===== src/sv/mpwm_pkg.sv =====
// Package for the calibrated motor power to PWM unit.
// Holds the calibration tables, field widths and drive codes.
// No dependencies.
package mpwm_pkg;

	localparam int NUM_MOTORS = 4;
	localparam int CAL_POINTS = 4;

	localparam int MOTOR_W = 2;
	localparam int DIR_W   = 2;
	localparam int POWER_W = 7;
	localparam int RPM_W   = 15;
	localparam int PWM_W   = 8;
	localparam int DP_W    = 7;
	localparam int PROD_W  = 22;
	localparam int Q_W     = 7;

	localparam logic [POWER_W-1:0] POWER_MAX    = 7'd100;
	localparam logic [7:0]         TARGET_SCALE = 8'd237;

	localparam logic [DIR_W-1:0] DIR_FWD = 2'd1;
	localparam logic [DIR_W-1:0] DIR_REV = 2'd2;

	localparam logic [PWM_W-1:0] PWM_BELOW = 8'd64;
	localparam logic [PWM_W-1:0] PWM_ABOVE = 8'd255;
	localparam logic [PWM_W-1:0] PWM_OFF   = 8'd0;

	typedef logic [RPM_W-1:0] rpm_t;
	typedef logic [PWM_W-1:0] pwm_t;

	localparam rpm_t RPM_TAB [4][4] = '{
		'{15'd8100, 15'd18900, 15'd22800, 15'd25800},
		'{15'd6900, 15'd16404, 15'd20400, 15'd23700},
		'{15'd7200, 15'd18000, 15'd22500, 15'd23700},
		'{15'd7500, 15'd18000, 15'd24000, 15'd27300}
	};

	localparam pwm_t PWM_PTS [4] = '{8'd64, 8'd128, 8'd192, 8'd255};

	typedef enum logic [1:0] {
		SEG_INTERP,
		SEG_BELOW,
		SEG_ABOVE
	} seg_mode_t;

	typedef struct packed {
		logic [MOTOR_W-1:0] motor;
		logic               in1;
		logic               in2;
		logic               stop;
		seg_mode_t          mode;
		pwm_t               plo;
	} ctl_t;

endpackage


===== src/sv/motor_power_to_pwm_calibrated_unit.sv =====
// Top level of the calibrated motor power to PWM unit.
// Five-stage pipeline: target, segment search, product, two divider halves.
// Depends on mpwm_pkg.
//
//   channel  | handshake             | fields
//   ---------+-----------------------+--------------------------------------------
//   command  | cmd_valid / cmd_stall | motor_id, direction, power
//   result   | res_valid / res_stall | motor_out, bridge_in1, bridge_in2, pwm_duty
//
// One transaction per cycle sustained while res_stall is low; from the accepting edge a
// command passes the segment search, product and two divider registers, the seven-step
// restoring divider split over two stages, to res_valid. Reset clears the stage valid bits only.
// Each stage fills whenever it is empty or the next stage advances, so bubbles
// close up under a result stall and nothing is dropped or repeated.
module motor_power_to_pwm_calibrated_unit
	import mpwm_pkg::*;
(
	input  logic               clk,
	input  logic               arst_n,
	input  logic               cmd_valid,
	output logic               cmd_stall,
	input  logic [MOTOR_W-1:0] motor_id,
	input  logic [DIR_W-1:0]   direction,
	input  logic [POWER_W-1:0] power,
	output logic               res_valid,
	input  logic               res_stall,
	output logic [MOTOR_W-1:0] motor_out,
	output logic               bridge_in1,
	output logic               bridge_in2,
	output logic [PWM_W-1:0]   pwm_duty
);

	logic               v_s1, v_s2, v_s3, v_s4, v_s5;
	logic [MOTOR_W-1:0] motor_s1;
	logic [DIR_W-1:0]   dir_s1;
	logic [MOTOR_W-1:0] sel_s1;
	rpm_t               target_s1;

	ctl_t               ctl_s2, ctl_s3, ctl_s4;
	rpm_t               diff_s2, dr_s2, dr_s3, dr_s4;
	logic [DP_W-1:0]    dp_s2;
	logic [PROD_W-1:0]  prod_s3, rem_s4;
	logic [Q_W-1:0]     q_s4;
	logic [MOTOR_W-1:0] motor_s5;
	logic               in1_s5;
	logic               in2_s5;
	pwm_t               pwm_s5;

	logic adv1, adv2, adv3, adv4, adv5;

	logic [POWER_W-1:0] psat;
	logic [MOTOR_W-1:0] sel_in;
	rpm_t               target_in;

	ctl_t               ctl2_d;
	rpm_t               diff_d, dr_d;
	logic [DP_W-1:0]    dp_d;
	logic [PROD_W-1:0]  rem4_d, rem5_d;
	logic [Q_W-1:0]     q4_d, q5_d;
	pwm_t               pwm_d;

	assign adv5 = !v_s5 || !res_stall;
	assign adv4 = !v_s4 || adv5;
	assign adv3 = !v_s3 || adv4;
	assign adv2 = !v_s2 || adv3;
	assign adv1 = !v_s1 || adv2;
	assign cmd_stall = !adv1;

	// saturate power, scale to target speed, clamp motor select
	always_comb begin
		psat = (power > POWER_MAX) ? POWER_MAX : power;
		target_in = RPM_W'(psat) * RPM_W'(TARGET_SCALE);
		sel_in = (int'(motor_id) >= NUM_MOTORS) ? MOTOR_W'(NUM_MOTORS - 1) : motor_id;
	end

	// segment search on the selected calibration curve
	always_comb begin
		logic hit;
		hit = 1'b0;
		ctl2_d = '0;
		ctl2_d.motor = motor_s1;
		ctl2_d.in1 = (dir_s1 == DIR_FWD);
		ctl2_d.in2 = (dir_s1 == DIR_REV);
		ctl2_d.stop = (dir_s1 != DIR_FWD) && (dir_s1 != DIR_REV);
		diff_d = '0;
		dr_d = RPM_W'(1);
		dp_d = '0;
		for (int i = 0; i < CAL_POINTS - 1; i++) begin
			if (!hit && target_s1 >= RPM_TAB[sel_s1][i] &&
			    target_s1 <= RPM_TAB[sel_s1][i+1]) begin
				hit = 1'b1;
				ctl2_d.plo = PWM_PTS[i];
				diff_d = target_s1 - RPM_TAB[sel_s1][i];
				if (RPM_TAB[sel_s1][i+1] != RPM_TAB[sel_s1][i]) begin
					dr_d = RPM_TAB[sel_s1][i+1] - RPM_TAB[sel_s1][i];
					dp_d = DP_W'(PWM_PTS[i+1] - PWM_PTS[i]);
				end
			end
		end
		if (target_s1 < RPM_TAB[sel_s1][0])
			ctl2_d.mode = SEG_BELOW;
		else if (hit)
			ctl2_d.mode = SEG_INTERP;
		else
			ctl2_d.mode = SEG_ABOVE;
	end

	// restoring divide, quotient bits 6..4
	always_comb begin
		logic [PROD_W-1:0] dsh;
		rem4_d = prod_s3;
		q4_d = '0;
		for (int j = Q_W - 1; j >= 4; j--) begin
			dsh = PROD_W'(dr_s3) << j;
			if (rem4_d >= dsh) begin
				rem4_d = rem4_d - dsh;
				q4_d[j] = 1'b1;
			end
		end
	end

	// restoring divide, quotient bits 3..0, then select the duty
	always_comb begin
		logic [PROD_W-1:0] dsh;
		rem5_d = rem_s4;
		q5_d = q_s4;
		for (int j = 3; j >= 0; j--) begin
			dsh = PROD_W'(dr_s4) << j;
			if (rem5_d >= dsh) begin
				rem5_d = rem5_d - dsh;
				q5_d[j] = 1'b1;
			end
		end
		if (ctl_s4.stop)
			pwm_d = PWM_OFF;
		else begin
			case (ctl_s4.mode)
				SEG_BELOW: pwm_d = PWM_BELOW;
				SEG_ABOVE: pwm_d = PWM_ABOVE;
				SEG_INTERP: pwm_d = ctl_s4.plo + PWM_W'(q5_d);
				default: pwm_d = PWM_ABOVE;
			endcase
		end
	end

	always_ff @(posedge clk or negedge arst_n) begin
		if (!arst_n) begin
			v_s1 <= 1'b0;
			v_s2 <= 1'b0;
			v_s3 <= 1'b0;
			v_s4 <= 1'b0;
			v_s5 <= 1'b0;
		end else begin
			if (adv1)
				v_s1 <= cmd_valid;
			if (adv2)
				v_s2 <= v_s1;
			if (adv3)
				v_s3 <= v_s2;
			if (adv4)
				v_s4 <= v_s3;
			if (adv5)
				v_s5 <= v_s4;
		end
	end

	always_ff @(posedge clk) begin
		if (adv1) begin
			motor_s1 <= motor_id;
			dir_s1 <= direction;
			sel_s1 <= sel_in;
			target_s1 <= target_in;
		end
		if (adv2) begin
			ctl_s2 <= ctl2_d;
			diff_s2 <= diff_d;
			dr_s2 <= dr_d;
			dp_s2 <= dp_d;
		end
		if (adv3) begin
			ctl_s3 <= ctl_s2;
			prod_s3 <= PROD_W'(diff_s2) * PROD_W'(dp_s2);
			dr_s3 <= dr_s2;
		end
		if (adv4) begin
			ctl_s4 <= ctl_s3;
			rem_s4 <= rem4_d;
			q_s4 <= q4_d;
			dr_s4 <= dr_s3;
		end
		if (adv5) begin
			motor_s5 <= ctl_s4.motor;
			in1_s5 <= ctl_s4.in1;
			in2_s5 <= ctl_s4.in2;
			pwm_s5 <= pwm_d;
		end
	end

	assign res_valid = v_s5;
	assign motor_out = motor_s5;
	assign bridge_in1 = in1_s5;
	assign bridge_in2 = in2_s5;
	assign pwm_duty = pwm_s5;

endmodule


===== config.mk =====
export PLATFORM = sky130hd
export DESIGN_NAME = motor_power_to_pwm_calibrated_unit
export DESIGN_NICKNAME = d
export VERILOG_FILES = /design/src/sv/mpwm_pkg.sv /design/src/sv/motor_power_to_pwm_calibrated_unit.sv
export SDC_FILE = /design/constraint.sdc
export NUM_CORES = 1
export LEC_CHECK = 0
export ABC_CLOCK_PERIOD_IN_PS = 12100
export BUFFER_PORTS_ARGS = -buffer_cell sky130_fd_sc_hd__buf_4
export CORE_ASPECT_RATIO = 1.5
export CORE_MARGIN = 3
export CORE_UTILIZATION = 60
export DETAILED_ROUTE_END_ITERATION = 7
export GPL_TIMING_DRIVEN = 0
export PLACE_DENSITY = 0.75
export SYNTH_ARGS = -nofsm -noshare
export SYNTH_HDL_FRONTEND = slang
export SYNTH_SLANG_ARGS = --single-unit

===== constraint.sdc =====
create_clock -name clk -period 12.1 [get_ports clk]
set_input_delay 1.21 -clock clk [delete_from_list [all_inputs] [get_ports clk]]
set_output_delay 1.21 -clock clk [all_outputs]
set_load 0.01 [all_outputs]

**Word level (Yosys, flattened, before mapping)**

Cells that the tools add are included.

- Input port bits: 15
- Logic and storage cells: 140
- Register bits after elaboration: 195
- Output and inout port bits: 14

- Reduce and logical (&&, ||, !) cells: 22
- Muxes and demuxes: 39
- $mul: 2
- Add/subtract/negate cells: 13
- Eq/ne operators: 8
- $lt $le $gt $ge: 16
- Bitwise gates (word level): 1

Operators by type and width:

| kind | count |
|---|---|
| $mux 15 | 9 |
| $mux 22 | 6 |
| $bmux 60 s2 | 1 |
| $mux 60 | 2 |
| $sub 15x15->15 | 6 |
| $mux 7 | 9 |
| $ge 15x15->1 | 3 |
| $le 15x15->1 | 3 |
| $ne 15x15->1 | 3 |
| $ge 22x15->1 | 1 |
| $ge 22x16->1 | 1 |
| $ge 22x17->1 | 1 |
| $ge 22x18->1 | 1 |
| $ge 22x19->1 | 1 |
| $ge 22x20->1 | 1 |
| $ge 22x21->1 | 1 |
| $mul 15x7->22 | 1 |
| $sub 22x16->22 | 1 |
| $sub 22x17->22 | 1 |
| $sub 22x18->22 | 1 |
| $sub 22x19->22 | 1 |
| $sub 22x20->22 | 1 |
| $sub 22x21->22 | 1 |
| $pmux 8 s2 | 1 |
| other kinds (17) | 44 |

**Logic depth before layout (Yosys ltp)**

Gate-level depths: netlist (run 1).

- Word-level depth: 16
- Gate-level depth with buffers: 50
- Gate-level depth less buffers: 46

**Worst setup path after synthesis (run 1)**

Ideal clock, no wire load.

- Path kind: flip-flop to flip-flop
- Start point: reg rem_s4[14]
- End point: reg pwm_s5[0], in the netlist pwm_duty[0] (data pin)
- Path slack: 3.483 ns
- Clock period less this slack: 8.617 ns
- Library setup time: 0.268 ns
- Path buffers: 8
- Cell stages (with the launch flop): 50
- Data arrival time: 8.349 ns
- Required time: 11.832 ns
- Cell sequence: edfxtp_1 ha_1 buf_4 nand4_2 or2_4 o31a_1 nand3_1 clkbuf_1 clkbuf_1 nor2_1 a21oi_1 ha_1 nand2b_1 a21oi_1 o21ai_1 a21oi_1 o31a_1 nor4bb_4 [... 14 more ...] nor2_1 nand4bb_1 buf_2 buf_4 nor2_1 a21oi_1 ha_1 a21o_1 a21o_1 a21oi_1 nor2b_1 o21ai_0 nand2b_1 a21oi_1 nor2b_1 o21ai_0 o2111a_1 o221ai_2

- Longest elaborated chain between the ends: 10
- Elaborated cells between the ends (all ways): 13
- Classes of those cells: 4 x add/sub; 4 x order compare; 5 x mux

RTL lines:

| what | line | source |
|---|---|---|
| start: declaration | motor_power_to_pwm_calibrated_unit.sv:42 | `logic [PROD_W-1:0] prod_s3, rem_s4;` |
| start signal: assignment | motor_power_to_pwm_calibrated_unit.sv:187 | `rem_s4 <= rem4_d;` |
| $sub 22x18->22 or $ge 22x18->1 (tied branches) | motor_power_to_pwm_calibrated_unit.sv:130, motor_power_to_pwm_calibrated_unit.sv:129 |  |
| $mux 22 * | motor_power_to_pwm_calibrated_unit.sv:129 | `if (rem5_d >= dsh) begin` |
| $sub 22x17->22 or $ge 22x17->1 (tied branches) | motor_power_to_pwm_calibrated_unit.sv:130, motor_power_to_pwm_calibrated_unit.sv:129 |  |
| $mux 22 * | motor_power_to_pwm_calibrated_unit.sv:129 |  |
| $sub 22x16->22 or $ge 22x16->1 (tied branches) | motor_power_to_pwm_calibrated_unit.sv:130, motor_power_to_pwm_calibrated_unit.sv:129 |  |
| $mux 22 * | motor_power_to_pwm_calibrated_unit.sv:129 |  |
| $ge 22x15->1 * | motor_power_to_pwm_calibrated_unit.sv:129 |  |
| $mux 1 * | motor_power_to_pwm_calibrated_unit.sv:129 |  |
| $add 8x7->8 * | motor_power_to_pwm_calibrated_unit.sv:140 | `SEG_INTERP: pwm_d = ctl_s4.plo + PWM_W'(q5_d);` |
| $pmux 8 s2 * | motor_power_to_pwm_calibrated_unit.sv:137 | `case (ctl_s4.mode)` |
| end signal: assignment | motor_power_to_pwm_calibrated_unit.sv:195 | `pwm_s5 <= pwm_d;` |
| end: declaration | motor_power_to_pwm_calibrated_unit.sv:47 | `pwm_t pwm_s5;` |

Every way passes the cells marked *; elsewhere a longest branch is shown, timed or not.
A chain may end at the register's enable or synchronous reset.

**Worst setup path after layout (run 1)**

- Start point: reg dr_s4[11]
- End point: reg pwm_s5[0], in the netlist pwm_duty[0] (data pin)

- Longest elaborated chain between the ends: 10
- Elaborated cells between the ends (all ways): 13
- Classes of those cells: 4 x add/sub; 4 x order compare; 5 x mux

RTL lines:

| what | line | source |
|---|---|---|
| start: declaration | motor_power_to_pwm_calibrated_unit.sv:40 | `rpm_t diff_s2, dr_s2, dr_s3, dr_s4;` |
| start signal: assignment | motor_power_to_pwm_calibrated_unit.sv:189 | `dr_s4 <= dr_s3;` |
| $sub 22x18->22 or $ge 22x18->1 (tied branches) | motor_power_to_pwm_calibrated_unit.sv:130, motor_power_to_pwm_calibrated_unit.sv:129 |  |
| $mux 22 | motor_power_to_pwm_calibrated_unit.sv:129 |  |
| $sub 22x17->22 or $ge 22x17->1 (tied branches) | motor_power_to_pwm_calibrated_unit.sv:130, motor_power_to_pwm_calibrated_unit.sv:129 |  |
| $mux 22 | motor_power_to_pwm_calibrated_unit.sv:129 |  |
| $sub 22x16->22 or $ge 22x16->1 (tied branches) | motor_power_to_pwm_calibrated_unit.sv:130, motor_power_to_pwm_calibrated_unit.sv:129 |  |
| $mux 22 | motor_power_to_pwm_calibrated_unit.sv:129 |  |
| $ge 22x15->1 * | motor_power_to_pwm_calibrated_unit.sv:129 |  |
| $mux 1 * | motor_power_to_pwm_calibrated_unit.sv:129 |  |
| $add 8x7->8 * | motor_power_to_pwm_calibrated_unit.sv:140 |  |
| $pmux 8 s2 * | motor_power_to_pwm_calibrated_unit.sv:137 |  |

Marked as above.

==> metrics, run 1 <==
routability cong.=between 0.9 and 1; Max Cap Viol=0; Area contributors post-synth=edfxtp_1 (28%), ha_1 (16%), fa_1 (9.3%); unrepaired setup endpoints after global routing=no; post-route ant nets=0; routed vias/inst=~6; Seq cells post-synth=between 150 and 200; Clock transition at path regs=about 0.07 ns; fillers=between 2000 and 2500; row count=76; Final setup viols=0; Tmin final=roughly 11 ns; area share of the largest cell type after synthesis=0.2804; worst slew pin tran=between 1 and 1.5 ns; post-synthesis sequential area ratio=0.2875; GRT Total Usage=0.2804; postcts setup bufs=0; core area=approximately 29000 µm²; commonest non-fill, non-tap cell in the layout=ha_1; residual DRC count=0; first-pass GRT wire length=between 70000 and 80000 µm; Layout area overhead=7.452%; FFs w/ async S/R, synth=0.02959; pre-CTS setup slack=between 1 and 1.5 ns; final WL=43880 µm; Slowest cell on crit path=clkbuf_1; Post-synth EDFFs=164; CP endpoint kind=flip-flop; Critical Path Most Common Cell=nor2_1; syn avg cell area=9.513 µm²; DR WL/cell=around 19 µm; Iteration-0 DRC Markers=roughly 730; num ports=29; R2R depth=49; WP depth=about 50; Slew Viols, Final=0; Die Ht=215.5 µm; Hold-fix buffers, CTS=0; CP max FO=10; startpoint class of the critical path=flip-flop; Starting Density=0.6095; CTS sink count=approximately 170; Clock Skews=0.01115 ns; H-tree depth=4; Setup WS post-layout=between 0.8 and 0.9 ns; PortBufs=28; Mapped Area=around 18000 µm²; die area=31400 µm²; fin area=18870 µm²; final setup TNS=0 ns; Crit Path Class=flip-flop to flip-flop; post-synth top area cell=edfxtp_1; pin count of the biggest net entering global routing=48; vias in the first global route=approximately 14000; Max Freq=0.08867 GHz; largest stage delay on the critical path=0.53 ns; Congestion Overflow GR=0; nets=2220; vias post-DR=13890; # diodes=0; Max Root-Sink Buffers=2; CTS Buf Count=17; worst path buffer plus inverter count=9; Cell Area, Placed=~18000 µm²; status=finished, final reports clean; most frequent cells in the layout=ha_1 (227), a21oi_1 (182), inv_1 (181), edfxtp_1 (164), nand2_1 (133); ys flop type=edfxtp_1; Detail Placement HPWL=36050 µm; share of layout cells above drive strength 1=0.07072; Die Wd=about 150 µm; CTS resizes=0; Slew HR=0.2961; drt pass-1 iters=7; initial antenna violation count=0; synth unique cells=97; worst endpoint data arrival time=between 10 and 15 ns; CTS tree=yes; CP top delay family=simple AND/OR/NAND/NOR gates; Post-Syn Instances=about 1800; Cells on Worst Hold Path=0; clk root buf=clkbuf_16; hold crit path type=flip-flop to flip-flop; final worst-path cycle share=0.9320; Critical Path RT=12.27 ns; synth warn=0; clk_lat worst skew=0.44 ns; syn nets=2170; Final Hold Viols=0
-- registers in the layout, summed over array words and instances (netlist names), 2 cells and up, named ones only --
signal and flops:
ctl_s4 9, target_s1 15, dr_s3 14, rem_s4 22, dr_s2 12, dp_s2 2, ctl_s3 9, motor_out 2
motor_s1 2, dir_s1 2, prod_s3 22, q_s4 3, diff_s2 15, pwm_duty 8, ctl_s2 9, dr_s4 14
-- worst paths after layout --
kind                                 startpoint                        end  slack, ns
setup / recovery            dr_s4[11]$_DFFE_PP_  pwm_duty[0]$_SDFFCE_PP0P_       0.82
hold / removal             ctl_s2[12]$_DFFE_PP_       ctl_s3[12]$_DFFE_PP_       0.41
setup reg to reg            dr_s4[11]$_DFFE_PP_  pwm_duty[0]$_SDFFCE_PP0P_       0.82
min in group asynchronous                arst_n           v_s4$_DFFE_PN0P_       0.56
max in group asynchronous                arst_n           v_s1$_DFFE_PN0N_      11.42
hold reg to reg            ctl_s2[12]$_DFFE_PP_       ctl_s3[12]$_DFFE_PP_       0.41
-- metal layers --
metal	vias up	global-route usage	part of all wire
li1	6760	-	-
met1	6686	0.3005	0.38
met2	309	0.5308	0.54
met3	139	0.03025	0.027
met4	0	0.1575	0.062
met5	-	0	0
-- synthesized netlist by cell type, drive strengths merged (5+ instances only) --
master / count
o21bai: 27
o211ai: 8
and3: 10
nand4: 23
inv: 182
o31a: 5
mux2: 23
nor3: 24
nor2: 121
a211oi: 11
ha: 227
or2: 12
a21boi: 7
nand3b: 6
xnor2: 80
o21a: 19
nand2b: 27
a31oi: 14
xor2: 49
and4: 5
o21ai: 80
o22ai: 8
and2: 33
nand3: 39
buf: 17
nor2b: 21
nand2: 134
dfrtp: 5
mux2i: 12
clkbuf: 25
a21o: 43
a221oi: 5
a31o: 6
edfxtp: 164
o31ai: 6
nor4: 6
fa: 82
o221ai: 13
nor3b: 5
a21oi: 185
or3: 9
-- cell type report --
type / instances / area [µm²] / share of cell area
buffer: 42 / 196.4 / 0.01041
clock buffer: 17 / 425.4 / 0.02254
clock inverter: 15 / 117.6 / 0.006233
inverter: 183 / 686.9 / 0.03640
multi-input combinational: 1452 / 11640 / 0.6166
sequential: 169 / 5050 / 0.2676
tap: 390 / 488.0 / 0.02586
timing repair buffer: 31 / 270.3 / 0.01432
-- cells by family after synthesis --
logic type,share of synthesized area
AOI/OAI and AO/OA,0.1775
xor gates and xnor gates,0.06433
adders and majority gates,0.2552
buffers and inverters,0.05030
DFF,0.2875
muxes,0.02230
and+or+nand+nor,0.1428
-- per-stage QoR --
stage          std cells  hold WS, ns    util
6_report            2299       0.4133  0.6549
3_5_place_dp        2267       0.4045  0.6361
2_1_floorplan       1846       0.4003       -
4_1_cts             2299       0.4156  0.6549
3_3_place_gp        2264       0.4004  0.6338
5_1_grt             2299       0.4196  0.6549
Power of run 1 is left out: the tool's default activity adds up to more than one toggle a clock period on the data nets, which glitch-free logic cannot reach.
==> inputs of run 2 (changes only) <==
- HOLD_SLACK_MARGIN: unset -> 0.02
- PLACE_DENSITY: 0.75 -> 0.83
==> metrics, run 2 (synthesized netlist as in run 1, its figures left out) <==
Tmin final=~11 ns; # diodes=0; GRT Total Usage=0.2906; residual DRC count=0; routed vias/inst=about 6.2; H-tree depth=4; CTS resizes=0; Slew HR=0.2456; fillers=between 2000 and 2500; final WL=about 45000 µm; Layout area overhead=7.965%; hold crit path type=flip-flop to flip-flop; nets=approximately 2200; Clock Skews=~0.013 ns; CTS tree=yes; Max Root-Sink Buffers=2; Crit Path Class=flip-flop to flip-flop; die area=between 30000 and 40000 µm²; Detail Placement HPWL=about 37000 µm; PortBufs=28; most frequent cells in the layout=ha_1 (227), a21oi_1 (182), inv_1 (181), edfxtp_1 (164), nand2_1 (133); Iteration-0 DRC Markers=~1000; CTS sink count=~170; Critical Path RT=about 12 ns; vias post-DR=approximately 14000; Starting Density=0.6095; worst endpoint data arrival time=~11 ns; Max Cap Viol=0; Slew Viols, Final=0; CP endpoint kind=flip-flop; clk root buf=clkbuf_16; status=finished, final reports clean; area occupied by multi-input gates=11640 µm²; Critical Path Most Common Cell=nor2_1; CTS Buf Count=17; Reg area=between 5000 and 6000 µm²; largest registers=prod_s3: 22 flops, rem_s4: 22 flops; pin count of the biggest net entering global routing=a little under 50; first-pass GRT wire length=72820 µm; final setup TNS=0 ns; Die Ht=215.5 µm; Congestion Overflow GR=0; commonest non-fill, non-tap cell in the layout=ha_1; Max Freq=slightly above 0.09 GHz; DR WL/cell=19.67 µm; share of layout cells above drive strength 1=0.07229; startpoint class of the critical path=flip-flop; vias in the first global route=14650; unrepaired setup endpoints after global routing=no; Final Hold Viols=0; Clock transition at path regs=0.08 ns; initial antenna violation count=0; routability cong.=between 1 and 1.5; Final setup viols=0; num ports=29; Die Wd=roughly 150 µm; clk_lat worst skew=~0.46 ns; final worst-path cycle share=0.9042; drt pass-1 iters=7; row count=76; Slowest cell on crit path=clkbuf_1; post-route ant nets=0; largest stage delay on the critical path=between 0.4 and 0.5 ns; Hold-fix buffers, CTS=0; core area=just under 30000 µm²; worst slew pin tran=around 1.1 ns; CP max FO=10; postcts setup bufs=0
[run 2: cell type report]
class,count,area share
flip-flops and latches,169,0.2663
plain buffers,42,0.01036
clock inverters,15,0.01095
multi-input cells,1452,0.6137
clock buffers,17,0.02244
inverters,183,0.03623
repair buffers,31,0.01425
well taps,390,0.02574
[run 2: path summary, 6_finish.rpt]
path | start | endpoint | slack [ns] | cells past startpoint
worst max-delay path | dr_s4[12]$_DFFE_PP_ | pwm_duty[0]$_SDFFCE_PP0P_ | 1.16 | 50
min in group asynchronous | arst_n | v_s4$_DFFE_PN0P_ | 0.54 | 1
max in group asynchronous | arst_n | v_s1$_DFFE_PN0N_ | 11.45 | 1
worst max register to register | dr_s4[12]$_DFFE_PP_ | pwm_duty[0]$_SDFFCE_PP0P_ | 1.16 | 50
worst min-delay path | dr_s2[9]$_DFFE_PP_ | dr_s3[9]$_DFFE_PP_ | 0.42 | 0
worst min register to register | dr_s2[9]$_DFFE_PP_ | dr_s3[9]$_DFFE_PP_ | 0.42 | 0
[run 2: through the flow]
step	setup WS, ns	std cells	hold WS (ns)	area [µm²]	util
2_1_floorplan	3.483	1846	0.4003	17560	-
3_3_place_gp	1.345	2264	0.4007	18260	0.6338
3_5_place_dp	1.386	2267	0.4045	18330	0.6361
4_1_cts	1.355	2299	0.4223	18960	0.6581
5_1_grt	0.5021	2299	0.4271	18960	0.6581
6_report	1.159	2299	0.4195	18960	0.6581
[run 2: critical path: cells and delay by family, from the launching register on]
family,cells,cell delay (ns)
adders and majority gates,4,1.02
DFF,1,0.36
AOI/OAI and AO/OA,14,2.79
and+or+nand+nor,23,3.61
buffers and inverters,9,2.85
[run 2: layer usage]
metal / GRT usage / wire length (µm) / vias up
met5: 0 / 0 / -
met4: 0.2193 / 3895 / 0
met3: 0.03277 / 1600 / 197
met2: 0.5361 / 23560 / 441
met1: 0.2984 / 16170 / 6772
li1: - / - / 6754
Power of run 2 is left out for the same reason.
